File: config.mk
export PLATFORM = sky130hd
export DESIGN_NAME = clutd_lane
export DESIGN_NICKNAME = d
export VERILOG_FILES = /design/src/hdl/clutd_pkg.sv /design/src/hdl/clutd_ram.sv /design/src/hdl/clutd_lane.sv
export SDC_FILE = /design/constraint.sdc
export NUM_CORES = 2
export LEC_CHECK = 0
export BUFFER_PORTS_ARGS = -buffer_cell sky130_fd_sc_hd__clkbuf_2
export CAP_MARGIN = 20
export CORE_ASPECT_RATIO = 0.75
export CORE_UTILIZATION = 50
export CTS_CLUSTER_SIZE = 8
export DETAILED_ROUTE_END_ITERATION = 6
export GPL_TIMING_DRIVEN = 1
export PLACE_DENSITY_LB_ADDON = 0.2
export SYNTH_ARGS = -nofsm -noshare
export SYNTH_HDL_FRONTEND = slang
export SYNTH_SLANG_ARGS = --single-unit
export TNS_END_PERCENT = 100
File: constraint.sdc
create_clock -name clk -period 4.55 [get_ports clk]
set_input_delay 0.6825 -clock clk [delete_from_list [all_inputs] [get_ports clk]]
set_output_delay 0.6825 -clock clk [all_outputs]
set_load 0.1 [all_outputs]
File: src/hdl/clutd_pkg.sv
// clutd_pkg: shared types, codes and color helpers for the clut texture decoder
// used by clutd_lane, clutd_merge and the core; depends on nothing else
package clutd_pkg;

  localparam int LANES = 4;

  localparam logic OP_PAL_WRITE = 1'b0;
  localparam logic OP_TEXTURE   = 1'b1;

  localparam logic [15:0] TEXEL_OPAQUE = 16'h8000;

  typedef enum logic [1:0] {
    MODE_NIB4   = 2'd0,
    MODE_BYTE8  = 2'd1,
    MODE_DIRECT = 2'd2
  } mode_t;

  // per texture word control handed to the merge stage
  typedef struct packed {
    logic [1:0]  last_pos;
    logic        direct;
    logic [15:0] direct_texel;
  } word_meta_t;

  // bgr555 -> rgb555, bit 15 kept
  function automatic logic [15:0] bgr_to_rgb(input logic [15:0] w);
    return {w[15], w[4:0], w[9:5], w[14:10]};
  endfunction

  // zero stays transparent, anything else gets bit 15
  function automatic logic [15:0] make_texel(input logic [15:0] c);
    return (c == 16'h0000) ? 16'h0000 : (c | TEXEL_OPAQUE);
  endfunction

  // x mod depth for depth of 16 or more, by four restoring steps
  function automatic logic [7:0] wrap_index(input logic [7:0] x, input logic [8:0] depth);
    logic [11:0] r;
    logic [11:0] d;
    r = {4'b0000, x};
    for (int k = 3; k >= 0; k--) begin
      d = {3'b000, depth} << k;
      if (r >= d) begin
        r = r - d;
      end
    end
    return r[7:0];
  endfunction

endpackage

File: src/hdl/clutd_ram.sv
// clutd_ram: generic single write port ram with registered read
// no dependencies
module clutd_ram #(
  parameter int WIDTH = 16,
  parameter int DEPTH = 256
) (
  input  logic                     clk,
  input  logic                     we,
  input  logic [$clog2(DEPTH)-1:0] waddr,
  input  logic [WIDTH-1:0]         wdata,
  input  logic                     re,
  input  logic [$clog2(DEPTH)-1:0] raddr,
  output logic [WIDTH-1:0]         rdata
);

  logic [WIDTH-1:0] mem [DEPTH];

  always_ff @(posedge clk) begin
    if (we) begin
      mem[waddr] <= wdata;
    end
    if (re) begin
      rdata <= mem[raddr];
    end
  end

endmodule

File: src/hdl/clutd_lane.sv
// clutd_lane: one decode lane with its own palette copy, picks its index and looks it up
// depends on clutd_pkg and clutd_ram
module clutd_lane #(
  parameter int LANE  = 0,
  parameter int DEPTH = 256
) (
  input  logic                     clk,
  input  logic                     wr_en,
  input  logic [$clog2(DEPTH)-1:0] wr_addr,
  input  logic [15:0]              wr_data,
  input  logic                     rd_en,
  input  logic [15:0]              word,
  input  clutd_pkg::mode_t         mode,
  output logic [15:0]              texel
);
  import clutd_pkg::*;

  localparam int AW = $clog2(DEPTH);

  logic [AW-1:0] rd_addr;
  logic [15:0]   rd_data;
  logic [7:0]    byte_idx;

  assign byte_idx = wrap_index(word[8*(LANE%2) +: 8], 9'(DEPTH));

  always_comb begin
    unique case (mode)
      MODE_BYTE8: rd_addr = byte_idx[AW-1:0];
      default:    rd_addr = AW'(word[4*LANE +: 4]);
    endcase
  end

  clutd_ram #(
    .WIDTH(16),
    .DEPTH(DEPTH)
  ) u_pal (
    .clk  (clk),
    .we   (wr_en),
    .waddr(wr_addr),
    .wdata(wr_data),
    .re   (rd_en),
    .raddr(rd_addr),
    .rdata(rd_data)
  );

  assign texel = make_texel(rd_data);

endmodule

### After elaboration in Yosys (flattened, before gate mapping)

Memory sizes are Yosys's and may differ from the RTL's. A register that Yosys moved wholly into a read port is not among the register bits.
Index checks and enable logic that the tools add are counted.

* equality and inequality tests: 1
* muxes and demuxes: 4
* reduce and logical (&&, ||, !) cells: 1

Operators with widths (number)
* $logic_not A16 Y1: 1
* $mux W16: 1
* $mux W8: 1
* $eq A2 B1 Y1 const B: 1
* $mux W1: 2

* flip-flop bits (word level): 0
* memory bits (writable): 4096
* input port bits: 45
* output and inout bits: 16
* memories kept: 1

Memory list
* u_pal.mem: depth 256, bits a word 16, rd ports 1, clocked after memory_dff 1, write ports 1, line clutd_ram.sv:16 `logic [WIDTH-1:0] mem [DEPTH];`

### Depth between registers and ports, before layout

* depth after elaboration: 2
* mapped depth: 12
* gate-level depth less buffers: 6

### By module

A second synthesis with hierarchy kept.

* cell total of the unflattened synthesis: 7385
* area, all modules: 158993.7 um2

By module, submodules not included
* clutd_ram: times used 1, cells each 7360, area each 158874.9 um2
* clutd_lane: times used 1, cells each 25, area each 118.9 um2

### Worst setup path before layout

OpenSTA, ideal clock, no wires.

* path kind: input to register
* start: input word[1]
* end: register u_pal.rdata[0], read port of u_pal.mem, data pin
* setup time: 271 ps
* data arrival time: 2906 ps
* path slack: 1373 ps
* stages: 8
* cell sequence: buf_2 > buf_4 > clkbuf_1 > buf_1 > mux4_2 > mux4_2 > a2111oi_0 > nor4_1

* word-level cells in the longest chain between the ends: 1

Ends and longest elaborated chain
* start, declared: line clutd_lane.sv:12 `input logic [15:0] word,`
* $mux W8: line clutd_lane.sv:27 `unique case (mode)`
* end, declared: line clutd_ram.sv:13 `output logic [WIDTH-1:0] rdata`

Every way passes these cells.

### Final worst setup path

* start: input word[0]
* end: register u_pal.rdata[12], read port of u_pal.mem, data pin

Same word-level chain as after synthesis.

==> results.py <==
metrics = {
    "synthesis": {
        "syn_area_um2": 156000,
        "synth_area_leaders": "edfxtp_1 (79%), mux4_2 (15%), a22oi_1 (1.4%), nor2_1 (0.74%), clkbuf_1 (0.53%)",
        "synth_seq_cells": 4112,
        "ys_seq_area_frac": 0.790,
        "synth_nets": 6883,
        "yosysTopAreaCell": "edfxtp_1",
        "ys.warnings.count": 0,
        "syn_inst": 6838,
        "syn_area_per_cell_um2": 22.9,
        "yosys.area.top_type_share": 0.790,
        "synthDistinctLibCells": 50,
    },
    "timing": {
        "setup_violations": 0,
        "worstMarginPinSlew_ps": 1520,
        "finalHoldViolCount": 0,
        "slew_headroom": -0.0152,
        "layout_min_cycle_time_ps": 3710,
        "rsz0062_at_grt": "false",
        "setup_slack_ps": 843,
        "skew_ps": 51.6,
        "period_share": 0.815,
        "slew_viol_final": 26,
        "timing.setup.tns_ps": 0,
        "max_clock_freq_ghz": 0.270,
    },
    "global_route": {
        "gr-total-overflow": 0,
        "grt_pass1_wl_um": 578000,
        "grt_use_total": 0.260,
        "grt_max_degree": 157,
        "grt_pass1_vias": 76500,
        "antenna_found_initial": 28,
    },
    "cts": {
        "clkSinkCount": 4112,
        "htree_levels": 6,
        "clk_latency_ps": 930,
        "cts.clk_slew.worst_paths_ps": 50,
        "clock_path_buffers": 4,
        "numCtsBuffers": 589,
        "cts_root_buf": "clkbuf_16",
        "cts_resized": 0,
        "cts_setup_buffers": 0,
        "cts_tree": "done",
        "cts_hold_buf": 0,
    },
    "power_and_ir_drop": {
        "power.leakage_uw": 0.0571,
        "cellPowerDensity_nw_per_um2": 462,
        "peakVddDrop_mv": 0.329,
    },
    "critical_path": {
        "crit_slowest_cell": "nor4_1",
        "worstPathArrival_ps": 4370,
        "crit_required_ps": 5220,
        "max_stage_delay_ps": 1000,
        "end_kind": "flop",
        "crit_chain": "buf_12 -> buf_12 -> buf_12 -> mux4_2 -> a22oi_1 -> a21oi_1 -> nor4_1 -> buf_4 -> nor4_1",
        "crit_path_start_kind": "input pin",
        "cpMostUsedCell": "buf_12",
        "path_max_fanout": 38,
        "r2r_setup_slack_ps": 1370,
        "critPathKind": "in -> reg",
    },
    "cells_and_area": {
        "instances_no_fill": 11900,
        "fin_nets": 7743,
        "syn_to_final_growth_pct": 16.2,
        "multi_input_area_um2": 31200,
        "final_util": 0.585,
        "mostFrequentLayoutCells": "edfxtp_1 (4112), mux4_2 (1023), clkbuf_16 (604)",
        "regArea_um2": 123000,
        "layout_commonest_cell": "edfxtp_1",
        "layout-drive-gt1-share": 0.314,
        "fillers": 21800,
    },
    "drt": {
        "viasPerCell": 6.51,
        "drt_iter0_drc": 11300,
        "route.vias.total": 77400,
        "firstDrtPassIters": 5,
        "totalWireLength_um": 410000,
        "ant_nets": 0,
        "drc_errors": 0,
        "avgRoutedWirePerCell_um": 34.5,
    },
    "place": {
        "pre_cts_ws_ps": -36.1,
        "gp_congestion": 0.906,
        "io_buffers": 52,
        "post-dp-hpwl_um": 244000,
        "dp_cells": 11200,
    },
    "die": {
        "die-area_um2": 315000,
        "io_pins": 61,
        "die_w_um": 648,
        "coreArea_um2": 310000,
        "start_util": 0.503,
        "die_h_um": 486,
        "rows": 177,
    },
    "flow_run": {
        "maxCapViolCount": 0,
    },
    "worst_hold_path": {
        "hp-class": "in -> reg",
    },
    "outcome": {
        "violations": "max-slew violations",
        "outcome": "finished with violations",
    },
}
stage by stage:
stage	power, uW	hold WS, ps	instance area, um2
after floorplan	44500	781	156000
after global placement	46300	1050	166000
after detailed placement	46300	1090	166000
after CTS	84400	136	181000
after global routing	86000	172	181000
final	83900	201	181000
cells in the mapped netlist, drive strengths merged:
| cell | instances |
|---|---|
| a2111oi | 15 |
| a211oi | 16 |
| a21bo | 14 |
| a21boi | 1 |
| a21o | 1 |
| a21oi | 163 |
| a221oi | 1 |
| a22o | 44 |
| a22oi | 289 |
| a41oi | 1 |
| and2 | 1 |
| and3 | 1 |
| buf | 197 |
| clkbuf | 221 |
| clkinv | 1 |
| edfxtp | 4112 |
| inv | 1 |
| mux2 | 4 |
| mux2i | 80 |
| mux4 | 1023 |
| nand2 | 83 |
| nand2b | 5 |
| nand3 | 25 |
| nand3b | 1 |
| nand4 | 11 |
| nand4b | 1 |
| nand4bb | 2 |
| nor2 | 307 |
| nor2b | 12 |
| nor3 | 16 |
| nor3b | 2 |
| nor4 | 52 |
| o2111ai | 1 |
| o211ai | 32 |
| o21ai | 30 |
| o22ai | 34 |
| o31ai | 1 |
| o32ai | 15 |
| or2 | 4 |
| or3 | 1 |
| or3b | 1 |
| or4 | 1 |
| or4b | 15 |
registers in the layout, indices dropped and copies added, names as in the netlist:
name and count:
u_pal.mem 4096, u_pal.rdata 16
path summary, 6_finish.rpt:
check / start / depth (start not counted) / end
setup / recovery: word[0] / 9 / u_pal.rdata[12]
hold / removal: wr_data[0] / 1 / u_pal.mem[118][0]
setup reg to reg: u_pal.mem[159][12] / 6 / u_pal.rdata[12]
hold reg to reg: u_pal.mem[38][2] / 5 / u_pal.rdata[2]
worst max-delay path, delay by kind of cell:
family | cells | cell delay, ps
buffers and inverters | 4 | 1250
AND/OR/NAND/NOR | 2 | 1070
multiplexers | 1 | 540
AO/OA/AOI/OAI | 2 | 690
routing by layer:
metal | global-route usage | wire length, um | vias up | part of all wire
met3 | 0.0640 | 45100 | 645 | 0.11
met5 | 0 | 13 | - | 0.000032
li1 | - | - | 30800 | -
met1 | 0.394 | 168000 | 41500 | 0.41
met2 | 0.378 | 185000 | 4393 | 0.45
met4 | 0.0798 | 12500 | 2 | 0.030
final cells by class:
type                            count  area share
Clock buffer                      604      0.0833
Antenna cell                       11    0.000152
Tap cell                         4117      0.0284
Multi-Input combinational cell   2306       0.172
Sequential cell                  4112       0.680
Clock inverter                     43     0.00284
Inverter                            2   0.0000552
Timing Repair Buffer              687      0.0333
cells by family after synthesis:
| group | after synthesis | share of synthesized area |
|---|---|---|
| AO/OA/AOI/OAI | 658 | 0.0291 |
| buffers and inverters | 420 | 0.0122 |
| flip-flops | 4112 | 0.790 |
| AND/OR/NAND/NOR | 541 | 0.0156 |
| multiplexers | 1107 | 0.153 |
where the power goes:
part	internal (uW)	switching (uW)	total, uW
clock network	23300	14900	38200
logic	1290	2400	3690
registers	41900	56.3	41900
Note: power is estimated with default switching activity, not from simulation.
