### src/hdl/clutd_pkg.sv
// clutd_pkg: shared types, codes and color helpers for the clut texture decoder
// used by clutd_lane, clutd_merge and the core; depends on nothing else
package clutd_pkg;

  localparam int LANES = 4;

  localparam logic OP_PAL_WRITE = 1'b0;
  localparam logic OP_TEXTURE   = 1'b1;

  localparam logic [15:0] TEXEL_OPAQUE = 16'h8000;

  typedef enum logic [1:0] {
    MODE_NIB4   = 2'd0,
    MODE_BYTE8  = 2'd1,
    MODE_DIRECT = 2'd2
  } mode_t;

  // per texture word control handed to the merge stage
  typedef struct packed {
    logic [1:0]  last_pos;
    logic        direct;
    logic [15:0] direct_texel;
  } word_meta_t;

  // bgr555 -> rgb555, bit 15 kept
  function automatic logic [15:0] bgr_to_rgb(input logic [15:0] w);
    return {w[15], w[4:0], w[9:5], w[14:10]};
  endfunction

  // zero stays transparent, anything else gets bit 15
  function automatic logic [15:0] make_texel(input logic [15:0] c);
    return (c == 16'h0000) ? 16'h0000 : (c | TEXEL_OPAQUE);
  endfunction

  // x mod depth for depth of 16 or more, by four restoring steps
  function automatic logic [7:0] wrap_index(input logic [7:0] x, input logic [8:0] depth);
    logic [11:0] r;
    logic [11:0] d;
    r = {4'b0000, x};
    for (int k = 3; k >= 0; k--) begin
      d = {3'b000, depth} << k;
      if (r >= d) begin
        r = r - d;
      end
    end
    return r[7:0];
  endfunction

endpackage

### src/hdl/clutd_merge.sv
// clutd_merge: holds one looked-up word, then serializes lane texels one per cycle
// while m_axis_tready is high; depends on clutd_pkg
module clutd_merge (
  input  logic                  clk,
  input  logic                  rst,
  input  logic                  load,
  input  clutd_pkg::word_meta_t load_meta,
  input  logic [15:0]           lane_texel [clutd_pkg::LANES],
  output logic                  in_ready,
  output logic                  m_axis_tvalid,
  input  logic                  m_axis_tready,
  output logic [15:0]           m_axis_tdata, // texel
  output logic                  m_axis_tlast
);
  import clutd_pkg::*;

  logic        s1_valid;
  word_meta_t  s1_meta;
  logic        ser_valid;
  logic [15:0] ser_buf [LANES];
  logic [1:0]  pos;
  logic [1:0]  last_pos;
  logic        at_last;
  logic        advance;

  assign at_last  = (pos == last_pos);
  // lane read data is still registered in the rams while s1 holds
  assign advance  = s1_valid && (!ser_valid || (m_axis_tready && at_last));
  assign in_ready = !s1_valid || advance;

  always_ff @(posedge clk) begin
    if (rst) begin
      s1_valid  <= 1'b0;
      ser_valid <= 1'b0;
      pos       <= 2'd0;
      last_pos  <= 2'd0;
    end else begin
      if (load) begin
        s1_valid <= 1'b1;
      end else if (advance) begin
        s1_valid <= 1'b0;
      end
      if (advance) begin
        ser_valid <= 1'b1;
        pos       <= 2'd0;
        last_pos  <= s1_meta.last_pos;
      end else if (ser_valid && m_axis_tready) begin
        if (at_last) begin
          ser_valid <= 1'b0;
        end else begin
          pos <= pos + 2'd1;
        end
      end
    end
  end

  always_ff @(posedge clk) begin
    if (load) begin
      s1_meta <= load_meta;
    end
    if (advance) begin
      for (int i = 0; i < LANES; i++) begin
        if (i == 0 && s1_meta.direct) begin
          ser_buf[i] <= s1_meta.direct_texel;
        end else begin
          ser_buf[i] <= lane_texel[i];
        end
      end
    end
  end

  assign m_axis_tvalid = ser_valid;
  assign m_axis_tdata  = ser_buf[pos];
  assign m_axis_tlast  = at_last;

  a_pos_in_range: assert property (@(posedge clk) disable iff (rst)
    ser_valid |-> (pos <= last_pos))
    else $error("serializer position past last texel");

  a_advance_restarts: assert property (@(posedge clk) disable iff (rst)
    advance |=> (ser_valid && pos == 2'd0))
    else $error("serializer did not restart on new word");

  a_stall_holds: assert property (@(posedge clk) disable iff (rst)
    (ser_valid && !m_axis_tready) |=> (ser_valid && $stable(pos)))
    else $error("serializer moved while output stalled");

  a_load_needs_room: assert property (@(posedge clk) disable iff (rst)
    load |-> in_ready)
    else $error("word loaded while stage full");

endmodule

### config.mk
export PLATFORM = sky130hd
export DESIGN_NAME = clutd_merge
export DESIGN_NICKNAME = d
export VERILOG_FILES = /design/src/hdl/clutd_pkg.sv /design/src/hdl/clutd_merge.sv
export SDC_FILE = /design/constraint.sdc
export NUM_CORES = 1
export LEC_CHECK = 0
export ABC_AREA = 1
export ABC_CLOCK_PERIOD_IN_PS = 2500
export BUFFER_PORTS_ARGS = -buffer_cell sky130_fd_sc_hd__clkbuf_2
export CELL_PAD_IN_SITES_DETAIL_PLACEMENT = 0
export CELL_PAD_IN_SITES_GLOBAL_PLACEMENT = 2
export CORE_AREA = 4 4 109 111
export DETAILED_ROUTE_END_ITERATION = 10
export DIE_AREA = 0 0 113 115
export HOLD_SLACK_MARGIN = 0.02
export MAX_ROUTING_LAYER = met4
export PLACE_DENSITY_LB_ADDON = 0.1
export SLEW_MARGIN = 15
export SYNTH_ARGS = -nofsm -noshare
export SYNTH_HDL_FRONTEND = slang
export SYNTH_SLANG_ARGS = --single-unit
### constraint.sdc
create_clock -name clk -period 2.5 [get_ports clk]
set_input_delay 0.375 -clock clk [delete_from_list [all_inputs] [get_ports clk]]
set_output_delay 0.375 -clock clk [all_outputs]
set_load 0.005 [all_outputs]
### Word-level counts from Yosys, hierarchy flattened

Memories as Yosys holds them, arrays and structs flattened. A register that Yosys moved wholly into a read port is not among the register bits.
Index checks and enable logic that the tools add are counted.

* add/subtract/negate cells: 1
* eq/ne operators: 1
* muxes and demuxes: 16
* bitwise gates (word level): 2
* reduce and logical (&&, ||, !) cells: 13

Operators by type and width (number)
* 2-to-1 mux 16 bit: 1
* 2-to-1 mux 1 bit: 13
* nonzero test 2 bit: 3
* 2-to-1 mux 2 bit: 2
* AND reduction 2 bit: 2
* logical AND 1 bit: 3
* adder 2 x 1 -> 2 bit, second input constant: 1
* equality test 2 bit: 1
* zero test 1 bit: 2
* logical OR 1 bit: 2
* OR reduction 2 bit: 1
* inverter 1 bit: 1
* bitwise OR 1 bit: 1

* flip-flop bits (word level): 25
* memory bits (writable): 64
* bits of input ports: 87
* output and inout port bits: 19
* logic and storage cells: 41
* memories kept: 1

Memories
* ser_buf: words 4, bits a word 16, rd ports 1, clocked after memory_dff 1, write ports 4, RTL line clutd_merge.sv:20 `logic [15:0] ser_buf [LANES];`

### Depth between registers and ports, before layout

Gate-level depths: netlist (run 1).

* depth in word-level cells: 7
* gate-level depth with buffers: 9
* mapped depth without buffers: 9

### Least setup slack after synthesis (run 1)

No wires, ideal clock.

* path type: register to register
* from: register pos[0]
* to: memory ser_buf[1][0] (enable)
* library setup time: 0.402 ns
* arrival time: 1.793 ns
* required time: 2.098 ns
* path slack: 0.305 ns
* cell stages (with the launch flop): 6
* buffers on the path: 0
* period minus slack after synthesis: 2.195 ns
* cells stage by stage: dfxtp_1 > xnor2_2 > nand3_2 > nand2_4 > nand2_1 > inv_1

RTL lines
* start, declared: RTL line clutd_merge.sv:21 `logic [1:0] pos;`
* start signal, assigned: RTL line clutd_merge.sv:51 `pos <= pos + 2'd1;`
* end, declared: RTL line clutd_merge.sv:20

==> results of run 1 <==
[logic make-up (layout without fill, tap and decap cells)]
logic type	count (synthesis)	in the layout	synth area share
simple gates	104	104	0.130
flops	91	91	0.746
compound gates	52	52	0.0788
buf+inv	28	140	0.0352
xor+xnor	3	3	0.00951
[worst max-delay path by stage]
stage	cells past startpoint	slack [ps]	endpoint
after detailed placement	5	580	ser_buf[0][7]$_DFFE_PP_
after global placement	5	650	ser_buf[0][7]$_DFFE_PP_
after global routing	4	210	m_axis_tdata[8]
final	4	390	m_axis_tdata[13]
after floorplan	5	300	ser_buf[1][0]$_DFFE_PP_
after CTS	4	290	m_axis_tdata[13]
[cells in the mapped netlist]
library cell  count
a21oi_1           4
buf_2             1
buf_4             1
buf_6             2
clkbuf_1         10
clkinv_1          1
dfxtp_1           8
edfxtp_1         83
inv_1            13
nand2_1          44
nand2_4           1
nand3_1           4
nand3_2           1
nand3_4           1
nand4_1          16
nor2_1           37
o21ai_0          32
o22ai_1          16
xnor2_2           1
xor2_1            2
[area by class of cell]
type,count,area [um2],area share
Tap cell,140,175,0.0385
Timing Repair Buffer,110,576,0.127
Clock inverter,7,188,0.0413
Multi-Input combinational cell,159,777,0.171
Sequential cell,91,2650,0.584
Inverter,14,52.6,0.0116
Clock buffer,9,124,0.0273
[registers in the layout, summed over array words and instances, names as in the netlist, named ones only]
name and flops:
s1_valid 1, s1_meta 19, last_pos 2, m_axis_tvalid 1, ser_buf 64, pos 2
[where the power goes]
part | total [W] | internal [W] | switching (W) | leakage, nW
registers | 0.00179 | 0.00176 | 0.0000269 | 0.850
logic | 0.000238 | 0.000102 | 0.000136 | 0.871
clock network | 0.00148 | 0.000967 | 0.000510 | 0.150
[critical path: stages, from the launching register on]
cell and delay (ps):
dfxtp_1 600, buf_4 310, o21ai_0 110, o22ai_1 200, clkbuf_2 150
[stage by stage]
step                instance area [um2]  power [W]  hold slack [ps]
floorplan                          3550    0.00193              444
global route                       4540    0.00364              167
global placement                   4230    0.00207              514
CTS                                4540    0.00356              163
detailed placement                 4230    0.00207              512
finish                             4540    0.00350              192
[per-layer routing]
metal	vias to the layer above	global-route usage	wire length, um
li1	1217	-	-
met1	1074	0.175	3910
met2	69	0.195	3640
met3	7	0.0363	446
met4	0	0.0409	77
met5	-	-	0
==> results.md, run 1 <==
* Row cnt at 38
* Critical path type: flop to output port
* Yosys cell types at 20
* Die X at 113 um
* Clk sinks at 91
* Post-CTS Hold Fix Bufs at 0
* Die area at 13000 um2
* Sequential share of the synthesized area at 0.746
* Initial antenna violation count at 0
* Vias in the first global route at 2413
* Worst Hold Class: primary input to flop
* Net count after synthesis at 365
* Fin crit period at 2110 ps
* Setup Fix Bufs, Post-CTS at 0
* Clk_lat worst skew at 350 ps
* Drt pass-1 iters at 4
* Total track usage at 0.131
* First-iteration detailed-routing DRC count at 116
* Drt via density at 4.47
* Clock skew at 6.31 ps
* Largest net degree at the start of global routing at 49
* Cell count after synthesis at 278
* Final hold vios at 0
* Hold Path Depth at 1
* Slew HR at 0.607
* Overall routed net length at 8070 um
* Post-CTS resize count at 0
* Avg Cell Area, Syn at 12.8 um2
* Via count at 2367
* Post-synth top area share at 0.701
* Crit path arrival time at 1730 ps
* CP Max Fanout at 20
* Layout cells sized above 1 at 0.336
* DP Cell Count at 514
* Setup TNS at 0 ps
* Fmax at 0.474 GHz
* Util after Layout at 0.421
* Initial Utilization at 0.329
* Critical path capture point type: output port
* RSZ-0062 raised after global routing: no
* Diode count at 0
* Biggest area consumer among synthesized cells: edfxtp_1
* Io pins at 106
* Max cap viols at 0
* Synthesis-to-finish area growth at 27.8%
* P_leak at 1.87 nW
* Dpl ws at 576 ps
* Port bufs at 105
* # DRC at 0
* Hold worst-path end: ser_buf[2][7]$_DFFE_PP_
* GPL Wtd Cong at 0.723
* Core area at 10800 um2
* Clock Path Buffers at 2
* Post-DP HPWL at 5830 um
* Setup violators final at 0
* Yosys Warn Count at 0
* Non-Filler Instances at 530
* CTS Buf Count at 9
* Post-DR wirelength/cell at 15.2 um
* Root Driver: clkbuf_8
* Power per standard cell area at 771 nW/um2
* Final-layout fill cell count at 1038
* Register bit total from synthesis at 91
* RR Endpoint: ser_buf[0][14]$_DFFE_PP_
* Fin nets at 472
* Flop2flop setup slack at 590 ps
* Max Slew Vio Count at 0
* Gr ovfl total at 0
* Required @ worst endpoint at 2120 ps
* Largest cells by area after synthesis: edfxtp_1 70%, nand2_1 4.6%, dfxtp_1 4.5%
* Post-route setup slack at 390 ps
* Post-synthesis instance area at 3550 um2
* Antenna-violating nets left at 0
* Most common cell after layout, fill and taps aside: clkbuf_2
* Chip height at 115 um
* Reg clk slew, reported paths at 90 ps
* Fin crit share at 0.844
* Leading cell types in the layout, fill and taps excluded: 105 x clkbuf_2, 83 x edfxtp_1, 44 x nand2_1
* R2r worst-path depth at 5
* Hold Path Origin: lane_texel[23]
* RR Startpoint: pos[0]$_SDFFE_PP0P_
* Peak VDD IR at 0.000457 V
* Worst slew pin tran at 589 ps
* CTS tree: yes
* Outcome: finished, final reports clean
* Global-route wire length before repair at 12700 um
* Startpoint Class: flop
* H-tree levels at 3
Note: power is estimated with default switching activity, not from simulation.
==> run 2: changes to the inputs <==
--- a/config.mk
+++ b/config.mk
@@ -6,7 +6,7 @@
 export NUM_CORES = 1
 export LEC_CHECK = 0
 export ABC_AREA = 1
-export ABC_CLOCK_PERIOD_IN_PS = 2500
+export ABC_CLOCK_PERIOD_IN_PS = 2000
 export BUFFER_PORTS_ARGS = -buffer_cell sky130_fd_sc_hd__clkbuf_2
 export CELL_PAD_IN_SITES_DETAIL_PLACEMENT = 0
 export CELL_PAD_IN_SITES_GLOBAL_PLACEMENT = 2
==> constraint.sdc (replaced) <==
create_clock -name clk -period 2 [get_ports clk]
set_input_delay 0.3 -clock clk [delete_from_list [all_inputs] [get_ports clk]]
set_output_delay 0.3 -clock clk [all_outputs]
set_load 0.005 [all_outputs]
==> results.md, run 2 (synthesis gave the netlist of run 1 again) <==
* First-iteration detailed-routing DRC count at 68 (-41%)
* Initial Utilization at 0.329 (unchanged)
* Reg clk slew, reported paths at 90 ps (about the same)
* Post-DP HPWL at 5970 um (+2.4%)
* H-tree levels at 3 (unchanged)
* Crit-path max cell delay at 330 ps (-270 ps)
* Required @ worst endpoint at 1700 ps (-420 ps)
* Comb power frac at 0.082 (+0.014)
* Fin crit share at 0.902
* Root Driver: clkbuf_8
* Internal Power at 0.00292 W (+3.3%)
* Fmax at 0.554 GHz
* Core area at 10800 um2 (unchanged)
* Post-CTS resize count at 1 (+1)
* Critical path type: flop to output port
* Flop2flop setup slack at 290 ps (-300 ps)
* Setup TNS at 0 ps (unchanged)
* Slew HR at 0.671 (+0.0638)
* Startpoint Class: flop
* Clk pwr share at 0.326 (-0.096)
* Net switching power at 0.000848 W (+26%)
* Non-Filler Instances at 535 (+0.94%)
* Part of the power in registers at 0.592 (+0.081)
* Post-CTS Hold Fix Bufs at 0 (unchanged)
* Top reg by flops: ser_buf
* P_leak at 1.83 nW (-2.2%)
* Initial antenna violation count at 1 (+1)
* Setup violators final at 0 (unchanged)
* Clock skew at 12.0 ps (+5.65 ps)
* Drt pass-1 iters at 4 (unchanged)
* R2r worst-path depth at 8 (+3)
* Final hold vios at 0 (unchanged)
* Crit-path cells: inv_1 > buf_4 > o21ai_0 > o22ai_1 > clkbuf_2
* Clk sinks at 91 (unchanged)
* Fin crit period at 1800 ps
* Leading cell types in the layout, fill and taps excluded: 105 x clkbuf_2, 83 x edfxtp_1, 44 x nand2_1
* GPL Wtd Cong at 0.720 (-0.44%)
* Worst Hold Class: primary input to flop
* # DRC at 0 (unchanged)
* Crit-path slowest cell: dfxtp_1
* Synthesis-to-finish area growth at 26.0%
* Max cap viols at 0 (unchanged)
* WP depth at 5 (+1)
* Power per standard cell area at 842 nW/um2 (+9.2%)
* Post-DR wirelength/cell at 15.3 um (+0.38%)
* Util after Layout at 0.415 (-0.00603)
* Biggest regs: ser_buf (64), s1_meta (19)
* Worst Path Buf+Inv at 3 (+1)
* CTS Buf Count at 9 (unchanged)
* Die X at 113 um (unchanged)
* Hold Path Origin: lane_texel[19]
* CP Max Fanout at 32 (+60%)
* Die area at 13000 um2 (unchanged)
* Peak VDD IR at 0.000398 V (-13%)
* RR Startpoint: pos[1]$_SDFFE_PP0P_
* Largest net degree at the start of global routing at 33 (-33%)
* Vias in the first global route at 2454 (+1.7%)
* Port bufs at 105 (unchanged)
* Io pins at 106 (unchanged)
* DP Cell Count at 518 (+0.78%)
* Via count at 2417 (+2.1%)
* Worst slew pin tran at 491 ps (-98.0 ps)
* CTS tree: yes
* Fin nets at 476 (+0.85%)
* Max reg flops at 64 (unchanged)
* Global-route wire length before repair at 12900 um (+1.4%)
* Layout cells sized above 1 at 0.340 (+0.00420)
* Max Slew Vio Count at 0 (unchanged)
* Chip height at 115 um (unchanged)
* Outcome: finished, final reports clean
* Worst Setup EP: m_axis_tdata[11]
* RR Endpoint: ser_buf[1][5]$_DFFE_PP_
* Setup Fix Bufs, Post-CTS at 0 (unchanged)
* Top delay family on crit path: buffers and inverters
* Sw frac at 0.225 (+0.0327)
* Antenna-violating nets left at 0 (unchanged)
* Total track usage at 0.134 (+0.00283)
* Critical path capture point type: output port
* Clk_lat worst skew at 350 ps (about the same)
* Row cnt at 38 (unchanged)
* Drt via density at 4.52 (+1.2%)
* Most common cell after layout, fill and taps aside: clkbuf_2
* Overall routed net length at 8170 um (+1.3%)
* Gr ovfl total at 0 (unchanged)
* Crit path arrival time at 1500 ps (-230 ps)
* Clock Path Buffers at 2 (unchanged)
* RSZ-0062 raised after global routing: no
-- run 2: power groups by stage --
stage	Combinational [W]	Clock [W]	Sequential (W)
floorplan	0.000141	0	0.00227
global route	0.000353	0.00134	0.00224
global placement	0.000316	0	0.00228
finish	0.000310	0.00123	0.00223
CTS	0.000318	0.00127	0.00223
detailed placement	0.000317	0	0.00228
-- run 2: area by class of cell --
cell class              count  area, um2
diodes                      1       2.50
inverters                  14       60.1
fillers                  1032       6310
clock inverters             5       62.6
repair buffers            114        618
well taps                 140        175
multi-input cells         159        777
clock buffers              11        131
flip-flops and latches     91       2650
-- run 2: per-layer routing --
metal | share of wire | vias to the layer above | track usage
met5 | 0 | - | -
met4 | 0.010 | 0 | 0.0529
met3 | 0.054 | 8 | 0.0242
met2 | 0.44 | 75 | 0.194
met1 | 0.50 | 1108 | 0.187
li1 | - | 1226 | -
-- run 2: per-stage QoR --
step | area [um2] | total power [W] | setup WS (ps) | hold slack [ps]
global placement | 4280 | 0.00259 | 315 | 477
finish | 4480 | 0.00377 | 196 | 118
CTS | 4480 | 0.00382 | 155 | 95.1
floorplan | 3560 | 0.00241 | 74.7 | 369
detailed placement | 4280 | 0.00259 | 321 | 479
global route | 4480 | 0.00394 | 69.4 | 98.2
-- run 2: worst min path at each step --
stage                                       endpoint  slack (ps)  depth (start not counted)
after global placement         s1_meta[16]$_DFFE_PP_         480                          1
after detailed placement        s1_meta[8]$_DFFE_PP_         480                          1
final                        ser_buf[2][3]$_DFFE_PP_         120                          1
after floorplan           m_axis_tvalid$_SDFFE_PP0P_         370                          1
after global routing         ser_buf[2][3]$_DFFE_PP_         100                          1
after CTS                    ser_buf[2][3]$_DFFE_PP_         100                          1
==> run 3: changes to the inputs <==
--- a/config.mk
+++ b/config.mk
@@ -16,6 +16,7 @@
 export HOLD_SLACK_MARGIN = 0.02
 export MAX_ROUTING_LAYER = met4
 export PLACE_DENSITY_LB_ADDON = 0.1
+export REMOVE_ABC_BUFFERS = 1
 export SLEW_MARGIN = 15
 export SYNTH_ARGS = -nofsm -noshare
 export SYNTH_HDL_FRONTEND = slang
==> constraint.sdc (replaced) <==
create_clock -name clk -period 2 [get_ports clk]
set_input_delay 0.2 -clock clk [delete_from_list [all_inputs] [get_ports clk]]
set_output_delay 0.2 -clock clk [all_outputs]
set_load 0.005 [all_outputs]
==> results.md, run 3 (synthesis gave the netlist of run 1 again) <==
* Drt via density at 4.33 (-4.2%)
* Via count at 2545 (+5.3%)
* Worst slew pin tran at 521 ps (+30.3 ps)
* Diode count at 0 (-1)
* Worst Hold Class: primary input to flop
* Drt pass-1 iters at 4 (unchanged)
* Reg clk slew, reported paths at 80 ps (about the same)
* Comb power frac at 0.093 (+0.011)
* Outcome: finished, final reports clean
* Most common cell after layout, fill and taps aside: clkbuf_2
* Gr ovfl total at 0 (unchanged)
* Setup violators final at 0 (unchanged)
* Clk sinks at 91 (unchanged)
* Max Slew Vio Count at 0 (unchanged)
* Part of the power in registers at 0.544 (-0.048)
* Peak VDD IR at 0.000285 V (-28%)
* Final-layout fill cell count at 1000 (-3.1%)
* Critical path capture point type: output port
* Worst Path Buf+Inv at 2 (-1)
* Final hold vios at 0 (unchanged)
* Net switching power at 0.000869 W (+2.5%)
* Power per standard cell area at 815 nW/um2 (-3.2%)
* Die area at 13000 um2 (unchanged)
* Sw frac at 0.211 (-0.0136)
* Startpoint Class: flop
* Row cnt at 38 (unchanged)
* Largest net degree at the start of global routing at 31 (-6.1%)
* Chip height at 115 um (unchanged)
* Post-DP HPWL at 5960 um (-0.18%)
* Antenna-violating nets left at 0 (unchanged)
* Fin crit period at 1790 ps (-17.2 ps)
* Fin crit share at 0.893 (-0.00860)
* Non-Filler Instances at 588 (+9.9%)
* Clock Path Buffers at 2 (unchanged)
* # DRC at 0 (unchanged)
* Io pins at 106 (unchanged)
* First-iteration detailed-routing DRC count at 86 (+26%)
* CP Max Fanout at 16 (-50%)
* DP Cell Count at 519 (+0.19%)
* Top reg by flops: ser_buf
* Die X at 113 um (unchanged)
* CTS Buf Count at 9 (unchanged)
* Core area at 10800 um2 (unchanged)
* Multi-input gate area at 777 um2 (unchanged)
* CTS tree: yes
* Clk pwr share at 0.363 (+0.037)
* Setup TNS at 0 ps (unchanged)
* Vias in the first global route at 2605 (+6.2%)
* Tot Pwr at 0.00411 W (+9.0%)
* Top delay family on crit path: buffers and inverters
* GPL Wtd Cong at 0.729 (+1.3%)
* Crit-path slowest cell: inv_1
* Max cap viols at 0 (unchanged)
* Crit-path cells: inv_1 > o21ai_0 > o22ai_1 > clkbuf_2
* Clk_lat worst skew at 350 ps (about the same)
* Clock skew at 15.2 ps (+3.24 ps)
* Total track usage at 0.135 (+0.00140)
* Fmax at 0.560 GHz (+0.96%)
* Required @ worst endpoint at 1800 ps (+100 ps)
* Seq. cell area at 2650 um2 (unchanged)
* Biggest regs: ser_buf (64), s1_meta (19)
* Global-route wire length before repair at 13200 um (+2.3%)
* Crit-path max cell delay at 390 ps (+60 ps)
* Synthesis-to-finish area growth at 42.0%
* Max reg flops at 64 (unchanged)
* Internal Power at 0.00324 W (+11%)
* RSZ-0062 raised after global routing: no
* Port bufs at 105 (unchanged)
* Root Driver: clkbuf_8
* Initial Utilization at 0.329 (unchanged)
* Placed Area at 4270 um2 (-0.20%)
* Setup Fix Bufs, Post-CTS at 0 (unchanged)
* Overall routed net length at 8350 um (+2.2%)
* Fin nets at 530 (+11%)
* P_leak at 2.09 nW (+14%)
* Critical path type: flop to output port
* Leading cell types in the layout, fill and taps excluded: 105 x clkbuf_2, 83 x edfxtp_1, 53 x dlygate4sd3_1
* Slew HR at 0.652 (-0.0185)
* Crit path arrival time at 1590 ps (+90 ps)
* Initial antenna violation count at 0 (-1)
* Layout cells sized above 1 at 0.304 (-0.0365)
* Post-DR wirelength/cell at 14.2 um (-7.0%)
* H-tree levels at 3 (unchanged)
* Final Cell Area at 5050 um2 (+13%)
[run 3: changes by cell type in the layout (fill, tap and decap cells not counted), moves of 2 or more]
cell           change
buf_4              +2
inv_6              +2
clkbuf_1           -2
bufinv_16          +2
dlygate4sd3_1     +53
clkinvlp_4         -4
[run 3: power by group through the flow]
stage	registers, W	logic, W	clock network, W
floorplan	0.00228	0.000124	0
CTS	0.00224	0.000388	0.00154
global placement	0.00228	0.000305	0
detailed placement	0.00228	0.000309	0
global route	0.00225	0.000433	0.00162
finish	0.00224	0.000384	0.00149
[run 3: what timing repair did]
item,4_1_cts,5_1_grt
resized for setup,0,0
hold buffers,51,2
endpoints found under the setup margin,0,0
endpoints found under the hold margin,51,2
[run 3: layout make-up]
cell class / count / area share
clock buffer: 9 / 0.0245
timing repair buffer: 168 / 0.227
tap: 140 / 0.0347
multi-input combinational: 159 / 0.154
clock inverter: 7 / 0.0241
sequential: 91 / 0.526
inverter: 14 / 0.0104
[run 3: final timing paths]
path	startpoint	to	slack, ps	depth (start not counted)
min	lane_texel[18]	ser_buf[2][2]$_DFFE_PP_	40	1
max	flop	m_axis_tdata[9]	210	4
min reg2reg	s1_meta[14]$_DFFE_PP_	ser_buf[0][14]$_DFFE_PP_	530	2
max reg2reg	pos[0]$_SDFFE_PP0P_	ser_buf[2][7]$_DFFE_PP_	340	6
[run 3: metrics by stage]
| stage | utilization | setup slack, ps | hold slack (ps) |
|---|---|---|---|
| after detailed placement | 0.396 | 354 | 379 |
| final | 0.468 | 213 | 39.3 |
| after global placement | 0.396 | 370 | 377 |
| after global routing | 0.468 | 11.4 | 20.7 |
| after CTS | 0.466 | 122 | 20.1 |
| after floorplan | - | -328 | 269 |
[run 3: per-layer routing]
layer | routed length, um | global-route usage
met5 | 0 | -
met4 | 109 | 0.0433
met1 | 3990 | 0.188
met3 | 504 | 0.0300
met2 | 3750 | 0.199
[run 3: worst register-to-register path, stage by stage (launching register included)]
cell and delay [ps]:
dfxtp_1 420, xnor2_2 150, nand3_2 120, nand2_4 70, nand2_1 130, inv_2 240, buf_12 240
